**config.mk**
```make
export PLATFORM = sky130hd
export DESIGN_NAME = adx_adpcm_block_decoder_flat
export DESIGN_NICKNAME = d
export VERILOG_FILES = /design/src/hdl/adx_pkg.sv /design/src/hdl/adx_in_if.sv /design/src/hdl/adx_out_if.sv /design/src/hdl/adx_ram.sv /design/src/hdl/adx_predict.sv /design/src/hdl/adx_adpcm_block_decoder.sv /design/src/flat_wrapper.sv
export SDC_FILE = /design/constraint.sdc
export NUM_CORES = 2
export LEC_CHECK = 0
export BUFFER_PORTS_ARGS = -buffer_cell sky130_fd_sc_hd__buf_2
export CAP_MARGIN = 15
export CORE_MARGIN = 2
export CORE_UTILIZATION = 49
export DETAILED_ROUTE_END_ITERATION = 8
export HOLD_SLACK_MARGIN = 0.1
export SYNTH_ARGS = -nofsm -noshare
export SYNTH_HDL_FRONTEND = slang
export SYNTH_SLANG_ARGS = --single-unit
```
**constraint.sdc**
```tcl
create_clock -name i_clk -period 11.8 [get_ports i_clk]
set_input_delay 0.59 -clock i_clk [delete_from_list [all_inputs] [get_ports i_clk]]
set_output_delay 0.59 -clock i_clk [all_outputs]
set_load 0.01 [all_outputs]
```
**src/hdl/adx_pkg.sv**
```systemverilog
// Shared types, constants and helper functions of the ADX ADPCM block decoder.
package adx_pkg;

    localparam int MAX_CHANNELS = 8;
    localparam int SLOT_W       = (MAX_CHANNELS > 1) ? $clog2(MAX_CHANNELS) : 1;
    localparam int CH_W         = 3;
    localparam int BYTE_W       = 8;
    localparam int SMP_W        = 16;
    localparam int SCALE_W      = 17;
    localparam int NIB_W        = 4;
    localparam int K_W          = NIB_W + SCALE_W;
    localparam int C1_W         = 14;
    localparam int C2_W         = 13;
    localparam int FRAC_W       = 12;
    localparam int POS_W        = 8;
    localparam int CFG_IDX_W    = 2;
    localparam int CFG_DATA_W   = 14;

    localparam logic [CFG_IDX_W-1:0] CFG_COEF_ONE    = 2'd0;
    localparam logic [CFG_IDX_W-1:0] CFG_COEF_TWO    = 2'd1;
    localparam logic [CFG_IDX_W-1:0] CFG_BLOCK_BYTES = 2'd2;

    localparam logic [POS_W-1:0] BLOCK_BYTES_RST = 8'd18;
    localparam logic [POS_W-1:0] MIN_BLOCK_BYTES = 8'd3;
    localparam logic [POS_W-1:0] POS_SCALE_HI    = 8'd0;
    localparam logic [POS_W-1:0] POS_SCALE_LO    = 8'd1;

    typedef logic signed [SMP_W-1:0] t_smp;
    typedef logic signed [K_W-1:0]   t_kval;

    typedef struct packed {
        logic [BYTE_W-1:0] data_byte;
        logic [CH_W-1:0]   channel;
    } t_in_beat;

    typedef struct packed {
        t_smp            sample;
        logic [CH_W-1:0] sample_channel;
        logic            last;
        logic            block_end;
    } t_out_beat;

    // One data byte handed from the fetch stage to the predictor.
    typedef struct packed {
        logic              vld;
        logic [CH_W-1:0]   chin;
        logic [SLOT_W-1:0] slot;
        logic              blk_end;
        t_smp              h1;
        t_smp              h2;
        t_kval             k_hi;
        t_kval             k_lo;
    } t_load;

    // History write-back of a finished byte.
    typedef struct packed {
        logic              vld;
        logic [SLOT_W-1:0] slot;
        t_smp              s0;
        t_smp              s1;
    } t_wb;

    // Channel number folded onto the history entries.
    function automatic logic [SLOT_W-1:0] slot_of(input logic [CH_W-1:0] ch);
        logic [SLOT_W-1:0] s;
        s = '0;
        for (int i = 0; i < (1 << CH_W); i++) begin
            if (ch == CH_W'(i)) begin
                s = SLOT_W'(i % MAX_CHANNELS);
            end
        end
        return s;
    endfunction

endpackage

```
**src/hdl/adx_in_if.sv**
```systemverilog
// Input channel: one byte of a block with its channel number.
interface adx_in_if;
    import adx_pkg::*;

    logic     valid;
    logic     ready;
    t_in_beat data;

    modport source(output valid, output data, input ready);
    modport sink(input valid, input data, output ready);
endinterface

```
**src/hdl/adx_out_if.sv**
```systemverilog
// Output channel: one decoded sample with its tags.
interface adx_out_if;
    import adx_pkg::*;

    logic      valid;
    logic      ready;
    t_out_beat data;

    modport source(output valid, output data, input ready);
    modport sink(input valid, input data, output ready);
endinterface

```
**src/hdl/adx_ram.sv**
```systemverilog
// Generic single-port-write, single-port-read RAM with registered read data.
module adx_ram #(
    parameter int WIDTH = 32,
    parameter int DEPTH = 8
) (
    input  logic                                    i_clk,
    input  logic                                    i_we,
    input  logic [(DEPTH > 1 ? $clog2(DEPTH) : 1)-1:0] i_waddr,
    input  logic [WIDTH-1:0]                        i_wdata,
    input  logic [(DEPTH > 1 ? $clog2(DEPTH) : 1)-1:0] i_raddr,
    output logic [WIDTH-1:0]                        o_rdata
);
    logic [WIDTH-1:0] r_mem [DEPTH];
    logic [WIDTH-1:0] r_rdata;

    always_ff @(posedge i_clk) begin
        if (i_we) begin
            r_mem[i_waddr] <= i_wdata;
        end
        r_rdata <= r_mem[i_raddr];
    end

    assign o_rdata = r_rdata;
endmodule

```
**src/hdl/adx_predict.sv**
```systemverilog
// Predictor unit: two chained sample steps per byte, output register and history write-back.
module adx_predict (
    input  logic                             i_clk,
    input  logic                             i_rst_n,
    input  logic [adx_pkg::C1_W-1:0]         i_coef_one,
    input  logic signed [adx_pkg::C2_W-1:0]  i_coef_two,
    input  adx_pkg::t_load                   i_load,
    output logic                             o_take,
    output adx_pkg::t_wb                     o_wb,
    adx_out_if.source                        o_out
);
    import adx_pkg::*;

    localparam int SUM_W = SMP_W + C1_W + 5;
    localparam int Q_W   = SUM_W - FRAC_W;
    localparam int P1_W  = SMP_W + C1_W + 1;
    localparam int P2_W  = SMP_W + C2_W;

    logic              r_b_vld;
    logic              r_b_ph;
    logic [CH_W-1:0]   r_b_chin;
    logic [SLOT_W-1:0] r_b_slot;
    logic              r_b_end;
    t_smp              r_b_h1;
    t_smp              r_b_h2;
    t_kval             r_b_k_hi;
    t_kval             r_b_k_lo;

    logic              r_o_vld;
    t_out_beat         r_o_data;

    logic                           out_free;
    logic                           step;
    logic                           b_free;
    t_kval                          k_cur;
    logic signed [P1_W-1:0]         p_one;
    logic signed [P2_W-1:0]         p_two;
    logic signed [K_W+FRAC_W-1:0]   p_nib;
    logic signed [SUM_W-1:0]        sum;
    logic signed [SUM_W-1:0]        adj;
    logic signed [Q_W-1:0]          q;
    t_smp                           s_new;

    assign out_free = !r_o_vld || o_out.ready;
    assign step     = r_b_vld && out_free;
    assign b_free   = !r_b_vld || (r_b_ph && out_free);
    assign o_take   = i_load.vld && b_free;

    // Sum of both predictor taps and the scaled nibble, truncated toward zero and saturated.
    always_comb begin
        k_cur = r_b_ph ? r_b_k_lo : r_b_k_hi;
        p_one = P1_W'($signed({1'b0, i_coef_one})) * P1_W'(r_b_h1);
        p_two = P2_W'(i_coef_two) * P2_W'(r_b_h2);
        p_nib = {k_cur, {FRAC_W{1'b0}}};
        sum   = SUM_W'(p_one) + SUM_W'(p_two) + SUM_W'(p_nib);
        adj   = sum + (sum[SUM_W-1] ? SUM_W'((1 << FRAC_W) - 1) : SUM_W'(0));
        q     = adj[SUM_W-1:FRAC_W];
        if (!q[Q_W-1] && (|q[Q_W-2:SMP_W-1])) begin
            s_new = {1'b0, {(SMP_W-1){1'b1}}};
        end else if (q[Q_W-1] && !(&q[Q_W-2:SMP_W-1])) begin
            s_new = {1'b1, {(SMP_W-1){1'b0}}};
        end else begin
            s_new = q[SMP_W-1:0];
        end
    end

    always_comb begin
        o_wb.vld  = step && r_b_ph;
        o_wb.slot = r_b_slot;
        o_wb.s0   = r_b_h1;
        o_wb.s1   = s_new;
    end

    always_ff @(posedge i_clk) begin
        if (!i_rst_n) begin
            r_b_vld <= 1'b0;
            r_b_ph  <= 1'b0;
            r_o_vld <= 1'b0;
        end else begin
            if (o_take) begin
                r_b_vld <= 1'b1;
                r_b_ph  <= 1'b0;
            end else if (step && r_b_ph) begin
                r_b_vld <= 1'b0;
                r_b_ph  <= 1'b0;
            end else if (step) begin
                r_b_ph <= 1'b1;
            end
            if (step) begin
                r_o_vld <= 1'b1;
            end else if (o_out.ready) begin
                r_o_vld <= 1'b0;
            end
        end
    end

    always_ff @(posedge i_clk) begin
        if (o_take) begin
            r_b_chin <= i_load.chin;
            r_b_slot <= i_load.slot;
            r_b_end  <= i_load.blk_end;
            r_b_h1   <= i_load.h1;
            r_b_h2   <= i_load.h2;
            r_b_k_hi <= i_load.k_hi;
            r_b_k_lo <= i_load.k_lo;
        end else if (step && !r_b_ph) begin
            // The first sample becomes the newest history for the second step.
            r_b_h2 <= r_b_h1;
            r_b_h1 <= s_new;
        end
        if (step) begin
            r_o_data.sample         <= s_new;
            r_o_data.sample_channel <= r_b_chin;
            r_o_data.last           <= r_b_ph;
            r_o_data.block_end      <= r_b_ph && r_b_end;
        end
    end

    assign o_out.valid = r_o_vld;
    assign o_out.data  = r_o_data;

    ap_second_step: assert property (@(posedge i_clk) disable iff (!i_rst_n)
        (step && !r_b_ph) |=> (r_b_vld && r_b_ph))
        else $error("high-nibble sample not followed by the low-nibble step");

    ap_wb_on_last: assert property (@(posedge i_clk) disable iff (!i_rst_n)
        o_wb.vld |=> (r_o_vld && r_o_data.last))
        else $error("history written back without a low-nibble sample beat");

    ap_end_on_last: assert property (@(posedge i_clk) disable iff (!i_rst_n)
        (r_o_vld && r_o_data.block_end) |-> r_o_data.last)
        else $error("block end flagged on a high-nibble sample");

    ap_load_fresh: assert property (@(posedge i_clk) disable iff (!i_rst_n)
        o_take |=> (r_b_vld && !r_b_ph))
        else $error("loaded byte does not start at the high-nibble step");
endmodule

```
**src/hdl/adx_adpcm_block_decoder.sv**
```systemverilog
// Top level of the ADX ADPCM block decoder: block framing, history memory and fetch stage.
//
//  port        dir   beat content
//  i_in        in    data_byte[7:0], channel[2:0]
//  o_out       out   sample[15:0] signed, sample_channel[2:0], last, block_end
//  i_cfg_*     in    write enable, register index [1:0], data [13:0]
//
// A data byte takes two predictor steps, one per sample, since the second sample feeds on the
// first; a data byte is taken as the last one's second step runs, and scale bytes one a cycle
// unless a waiting byte holds the input. Samples pass the fetch, byte and output registers.
// Reset returns the coefficients, block length, framing and all channel histories to their
// initial values at once; the eight history entries carry valid bits, so no clearing pass runs.
// A stalled output holds the predictor; one byte still waits in the fetch stage meanwhile.
module adx_adpcm_block_decoder (
    input  logic                              i_clk,
    input  logic                              i_rst_n,
    input  logic                              i_cfg_we,
    input  logic [adx_pkg::CFG_IDX_W-1:0]     i_cfg_idx,
    input  logic [adx_pkg::CFG_DATA_W-1:0]    i_cfg_data,
    adx_in_if.sink                            i_in,
    adx_out_if.source                         o_out
);
    import adx_pkg::*;

    logic [C1_W-1:0]           r_coef_one;
    logic signed [C2_W-1:0]    r_coef_two;
    logic [POS_W-1:0]          r_block_bytes;
    logic [POS_W-1:0]          r_pos;
    logic [BYTE_W-1:0]         r_scale_hi;
    logic signed [SCALE_W-1:0] r_scale;

    logic                      r_a_vld;
    logic [BYTE_W-1:0]         r_a_byte;
    logic [CH_W-1:0]           r_a_chin;
    logic [SLOT_W-1:0]         r_a_slot;
    logic                      r_a_end;
    logic signed [SCALE_W-1:0] r_a_scale;

    logic [MAX_CHANNELS-1:0]   r_slot_vld;
    logic                      r_rd_ok;
    t_wb                       r_wb;

    logic                      in_acc;
    logic                      data_acc;
    logic [POS_W-1:0]          blk_len;
    logic [POS_W:0]            pos_inc;
    logic                      is_end;
    logic [SLOT_W-1:0]         in_slot;
    logic [SLOT_W-1:0]         rd_slot;
    logic [2*SMP_W-1:0]        rd_data;
    t_load                     load;
    t_wb                       wb;
    logic                      a_take;

    assign in_acc   = i_in.valid && i_in.ready;
    assign data_acc = in_acc && (r_pos != POS_SCALE_HI) && (r_pos != POS_SCALE_LO);
    assign blk_len  = (r_block_bytes < MIN_BLOCK_BYTES) ? MIN_BLOCK_BYTES : r_block_bytes;
    assign pos_inc  = {1'b0, r_pos} + (POS_W+1)'(1);
    assign is_end   = pos_inc >= {1'b0, blk_len};
    assign in_slot  = slot_of(i_in.data.channel);
    assign i_in.ready = !r_a_vld || a_take;

    // The fetch stage re-reads its entry every cycle it waits.
    assign rd_slot = in_acc ? in_slot : r_a_slot;

    always_ff @(posedge i_clk) begin
        if (!i_rst_n) begin
            r_coef_one    <= '0;
            r_coef_two    <= '0;
            r_block_bytes <= BLOCK_BYTES_RST;
            r_pos         <= POS_SCALE_HI;
            r_scale_hi    <= '0;
            r_scale       <= '0;
            r_a_vld       <= 1'b0;
            r_slot_vld    <= '0;
            r_rd_ok       <= 1'b0;
            r_wb.vld      <= 1'b0;
        end else begin
            if (i_cfg_we) begin
                unique case (i_cfg_idx)
                    CFG_COEF_ONE:    r_coef_one    <= i_cfg_data[C1_W-1:0];
                    CFG_COEF_TWO:    r_coef_two    <= i_cfg_data[C2_W-1:0];
                    CFG_BLOCK_BYTES: r_block_bytes <= i_cfg_data[POS_W-1:0];
                    default: begin
                    end
                endcase
            end
            if (in_acc) begin
                priority if (r_pos == POS_SCALE_HI) begin
                    r_scale_hi <= i_in.data.data_byte;
                    r_pos      <= POS_SCALE_LO;
                end else if (r_pos == POS_SCALE_LO) begin
                    // The stored scale is one less than the real one.
                    r_scale <= SCALE_W'($signed({r_scale_hi, i_in.data.data_byte}))
                             + SCALE_W'(1);
                    r_pos   <= r_pos + POS_W'(1);
                end else begin
                    r_pos <= is_end ? POS_SCALE_HI : pos_inc[POS_W-1:0];
                end
            end
            if (data_acc) begin
                r_a_vld <= 1'b1;
            end else if (a_take) begin
                r_a_vld <= 1'b0;
            end
            if (wb.vld) begin
                r_slot_vld[wb.slot] <= 1'b1;
            end
            r_rd_ok   <= r_slot_vld[rd_slot];
            r_wb.vld  <= wb.vld;
            r_wb.slot <= wb.slot;
            r_wb.s0   <= wb.s0;
            r_wb.s1   <= wb.s1;
        end
    end

    always_ff @(posedge i_clk) begin
        if (data_acc) begin
            r_a_byte  <= i_in.data.data_byte;
            r_a_chin  <= i_in.data.channel;
            r_a_slot  <= in_slot;
            r_a_end   <= is_end;
            r_a_scale <= r_scale;
        end
    end

    // History of the waiting byte: write-back of this cycle first, then that of the
    // last cycle, which the memory read has not seen yet, then the memory itself, else zero.
    always_comb begin
        load.vld     = r_a_vld;
        load.chin    = r_a_chin;
        load.slot    = r_a_slot;
        load.blk_end = r_a_end;
        load.k_hi    = K_W'($signed(r_a_byte[BYTE_W-1:NIB_W])) * K_W'(r_a_scale);
        load.k_lo    = K_W'($signed(r_a_byte[NIB_W-1:0])) * K_W'(r_a_scale);
        priority if (wb.vld && (wb.slot == r_a_slot)) begin
            load.h1 = wb.s1;
            load.h2 = wb.s0;
        end else if (r_wb.vld && (r_wb.slot == r_a_slot)) begin
            load.h1 = r_wb.s1;
            load.h2 = r_wb.s0;
        end else if (r_rd_ok) begin
            load.h1 = rd_data[2*SMP_W-1:SMP_W];
            load.h2 = rd_data[SMP_W-1:0];
        end else begin
            load.h1 = '0;
            load.h2 = '0;
        end
    end

    adx_ram #(
        .WIDTH(2 * SMP_W),
        .DEPTH(MAX_CHANNELS)
    ) u_hist (
        .i_clk   (i_clk),
        .i_we    (wb.vld),
        .i_waddr (wb.slot),
        .i_wdata ({wb.s1, wb.s0}),
        .i_raddr (rd_slot),
        .o_rdata (rd_data)
    );

    adx_predict u_predict (
        .i_clk      (i_clk),
        .i_rst_n    (i_rst_n),
        .i_coef_one (r_coef_one),
        .i_coef_two (r_coef_two),
        .i_load     (load),
        .o_take     (a_take),
        .o_wb       (wb),
        .o_out      (o_out)
    );
endmodule
```
**src/flat_wrapper.sv**
```systemverilog
// flat-port wrapper written by rule: the top's interface ports become plain ports
module adx_adpcm_block_decoder_flat import adx_pkg::*;
  (i_clk, i_rst_n, i_cfg_we, i_cfg_idx, i_cfg_data, i_in_valid, i_in_data, i_in_ready, o_out_valid, o_out_data, o_out_ready);
  adx_in_if i_in_i ();
  adx_out_if o_out_i ();
  input  logic i_clk;
  input  logic i_rst_n;
  input  logic i_cfg_we;
  input  logic [adx_pkg::CFG_IDX_W-1:0] i_cfg_idx;
  input  logic [adx_pkg::CFG_DATA_W-1:0] i_cfg_data;
  input wire logic [$bits(i_in_i.valid)-1:0] i_in_valid;
  input wire logic [$bits(i_in_i.data)-1:0] i_in_data;
  output wire logic [$bits(i_in_i.ready)-1:0] i_in_ready;
  output wire logic [$bits(o_out_i.valid)-1:0] o_out_valid;
  output wire logic [$bits(o_out_i.data)-1:0] o_out_data;
  input wire logic [$bits(o_out_i.ready)-1:0] o_out_ready;
  assign i_in_i.valid = i_in_valid;
  assign i_in_i.data = i_in_data;
  assign i_in_ready = i_in_i.ready;
  assign o_out_valid = o_out_i.valid;
  assign o_out_data = o_out_i.data;
  assign o_out_i.ready = o_out_ready;
  adx_adpcm_block_decoder u_core (.i_clk(i_clk), .i_rst_n(i_rst_n), .i_cfg_we(i_cfg_we), .i_cfg_idx(i_cfg_idx), .i_cfg_data(i_cfg_data), .i_in(i_in_i), .o_out(o_out_i));
endmodule
```
==> flow_metrics.tcl <==
set metrics [dict create \
    num_rows 109 \
    place_ws_ps 545.1 \
    cpMostUsedCell "inv_1" \
    status "finished clean" \
    clock_sinks 539 \
    setup_viol 0 \
    tns_ps 0 \
    areaGrowthSynthToFinish_pct 8.962 \
    portBuffers 54 \
    maxCapViolCount 0 \
    cts_buffers 58 \
    rsz0062_at_grt "true" \
    routed_wl_um 102400 \
    critPathKind "flop to flop" \
    nets 4786 \
    synth-edff-count 425 \
    syn-cell-area_um2 43960 \
    hold_violations 0 \
    crit_slowest_cell "nor4bb_1" \
    core_um2 88650 \
    instances_no_fill 5142 \
    layout_common_cells "inv_1 (739), fa_1 (594), edfxtp_1 (425)" \
    worst-r2r-setup-slack_ps 540 \
    period_needed_ps 11260 \
    grt_overflow 0 \
    clock_latency_ps 660 \
    post-route-period-util 0.9545 \
    num_vias 27400 \
    drt_iter0_drc 1895 \
    cts_hold_buf 0 \
    die-area_um2 92130 \
    critPathMaxStageDelay_ps 640 \
    p_per_area_nw_per_um2 299.4 \
    grt_max_degree 66 \
    drt-vias-per-instance 5.329 \
    ys_warn_count 0 \
    skew_ps 52.30 \
    grt_pass1_wl_um 163500 \
    synthArstFlopShare 0 \
    syn_nets 4756 \
    reg2reg_depth 39 \
    critPathCapture "u_core.u_hist.r_mem[5][16]$_DFFE_PP_" \
    fmax_ghz 0.08878 \
    ys_seq_elements 539 \
    whs_ps 176.5 \
    drt-wirelength-per-cell_um 19.91 \
    dp_cells 5027 \
    ys_seq_area_frac 0.3422 \
    ant_nets 0 \
    cp-end-kind "flop" \
    maxSlewHeadroom 0.3515 \
    rr_startpoint "u_core.u_predict.r_b_h1[15]$_DFFE_PP_" \
    worst_slack_ps 536.7 \
    clk_pin_slew_ps 60 \
    cts_tree "yes" \
    hp-class "input port to flop" \
    crit_path_start "u_core.u_predict.r_b_h1[15]$_DFFE_PP_" \
    cts_root_buf "clkbuf_16" \
    drv_slew 0 \
    ios 55 \
    h-tree-depth 2 \
    antenna_found_initial 4 \
    grtUsageTotal 0.2317 \
    grt_pass1_vias 28510 \
    leakage_uw 0.02131 \
    cp-start-kind "flop" \
    start_util 0.4959 \
    required_ps 12160 \
    synth_ff_type "edfxtp_1" \
    die_h_um 303.5 \
    worst_pin_slew_ps 972.8 \
    final_common_cell "inv_1" \
    place_congestion 0.9153 \
    route.detailed.drc 0 \
    arrival_ps 11630 \
    dp_hpwl_um 79170 \
    netlist_instances 3896 \
    synth_cell_types 79 \
    r2r-end "u_core.u_hist.r_mem[5][16]$_DFFE_PP_" \
    ir_drop_v 0.0003939 \
    die_w_um 303.5 \
    first_pass_iters 7 \
    avgSynthCellArea_um2 11.28 \
    cts.path.max_buffers 3 \
    drive_above_1_share 0.09834 \
    cp_max_fo 13 \
]
-- layout make-up --
cell class              instances  area, µm²
diodes                          1      2.502
clock buffers                  81       1702
clock inverters                29      421.7
fillers                      7703      40740
inverters                     741       2781
multi-input cells            2465      25700
flip-flops and latches        539      15050
well taps                    1165       1458
repair buffers                121      789.5
-- cell families (layout without fill, tap and decap cells) --
kind of cell	after synthesis	in the layout	share of synthesized area
buffers and inverters	892	972	0.07647
XOR/XNOR	93	93	0.01853
flip-flops	539	539	0.3422
AND/OR/NAND/NOR	1036	1036	0.1168
adder cells (fa/ha/maj)	828	828	0.3371
other	0	1	0
AO/OA/AOI/OAI	358	358	0.05442
multiplexers	150	150	0.05450
-- synth_stat cells, types with 12 or more instances --
library cell / count / area share
a211oi_1: 32 / 0.0055
a21o_1: 27 / 0.0046
a21oi_1: 120 / 0.014
a31oi_1: 14 / 0.0020
and2_1: 275 / 0.039
and3_1: 46 / 0.0065
buf_1: 12 / 0.0010
clkbuf_1: 133 / 0.011
dfxtp_1: 114 / 0.052
edfxtp_1: 425 / 0.29
fa_1: 594 / 0.27
ha_1: 234 / 0.067
inv_1: 740 / 0.063
mux2_2: 55 / 0.014
mux2i_1: 29 / 0.0066
mux4_2: 66 / 0.034
nand2_1: 400 / 0.034
nand2b_1: 50 / 0.0071
nand3_1: 40 / 0.0046
nor2_1: 133 / 0.011
nor3_1: 28 / 0.0032
o211ai_1: 13 / 0.0022
o21ai_0: 56 / 0.0064
xnor2_1: 67 / 0.013
xor2_1: 26 / 0.0052
-- worst max-delay path: cells and delay by family, from the launching register on --
kind	cells	cell delay, ps
AO/OA/AOI/OAI	8	2000
adder cells (fa/ha/maj)	10	4660
buffers and inverters	12	1370
flip-flops	1	590
multiplexers	1	220
AND/OR/NAND/NOR	8	2160
-- metrics by stage --
stage / area [µm²] / total power [µW] / util
2_1_floorplan: 43960 / 9397 / -
3_3_place_gp: 45710 / 12030 / 0.5156
3_5_place_dp: 45710 / 12110 / 0.5156
4_1_cts: 47830 / 14150 / 0.5396
5_1_grt: 47900 / 15360 / 0.5404
6_report: 47900 / 14340 / 0.5404
-- how the worst min path moves through the flow --
stage                                           start                                        to  slack [ps]  depth (start not counted)
2_1_floorplan  u_core.u_predict.r_b_chin[0]$_DFFE_PP_  u_core.u_predict.o_out.data[2]$_DFFE_PP_         400                          0
3_3_place_gp             u_core.r_a_chin[1]$_DFFE_PP_    u_core.u_predict.r_b_chin[1]$_DFFE_PP_         400                          0
3_5_place_dp   u_core.u_predict.r_b_chin[1]$_DFFE_PP_  u_core.u_predict.o_out.data[3]$_DFFE_PP_         410                          0
4_1_cts                                  i_in_data[2]              u_core.r_a_chin[2]$_DFFE_PP_         140                          1
5_1_grt                                  i_in_data[0]              u_core.r_a_chin[0]$_DFFE_PP_         140                          1
6_report                                 i_in_data[0]              u_core.r_a_chin[0]$_DFFE_PP_         180                          1
-- report_power, final --
group          switching (µW)  leakage (µW)  total, µW  internal (µW)
Sequential                239       0.00478       3830           3590
Combinational            5730        0.0155       8550           2820
Clock                     788       0.00104       1960           1170
Total                    6760        0.0213      14300           7590
-- registers in the layout, summed over array words and instances (netlist names), 13 cells and up --
| name | cells |
|---|---|
| u_core.u_predict.r_b_h2 | 16 |
| u_core.u_hist.o_rdata | 32 |
| u_core.u_predict.o_out.data | 21 |
| u_core.r_a_scale | 17 |
| u_core.r_scale | 17 |
| u_core.u_predict.r_b_h1 | 16 |
| u_core.u_predict.r_b_k_lo | 21 |
| u_core.u_hist.r_mem | 256 |
| u_core.r_wb | 36 |
| u_core.u_predict.r_b_k_hi | 21 |
| u_core.r_coef_one | 14 |
| u_core.r_coef_two | 13 |
-- repair_timing --
| action | in CTS | in global routing |
|---|---|---|
| gates resized for setup | 0 | 6 |
| setup buffers | 0 | 3 |
| setup endpoints to repair | 0 | 100 |
-- metal layers --
layer	part of all wire	global-route usage
met4	0.020	0.05240
met3	0.055	0.03256
met2	0.46	0.3669
met1	0.46	0.3409
met5	0	0
No activity file was read; power rests on OpenSTA's default activity.
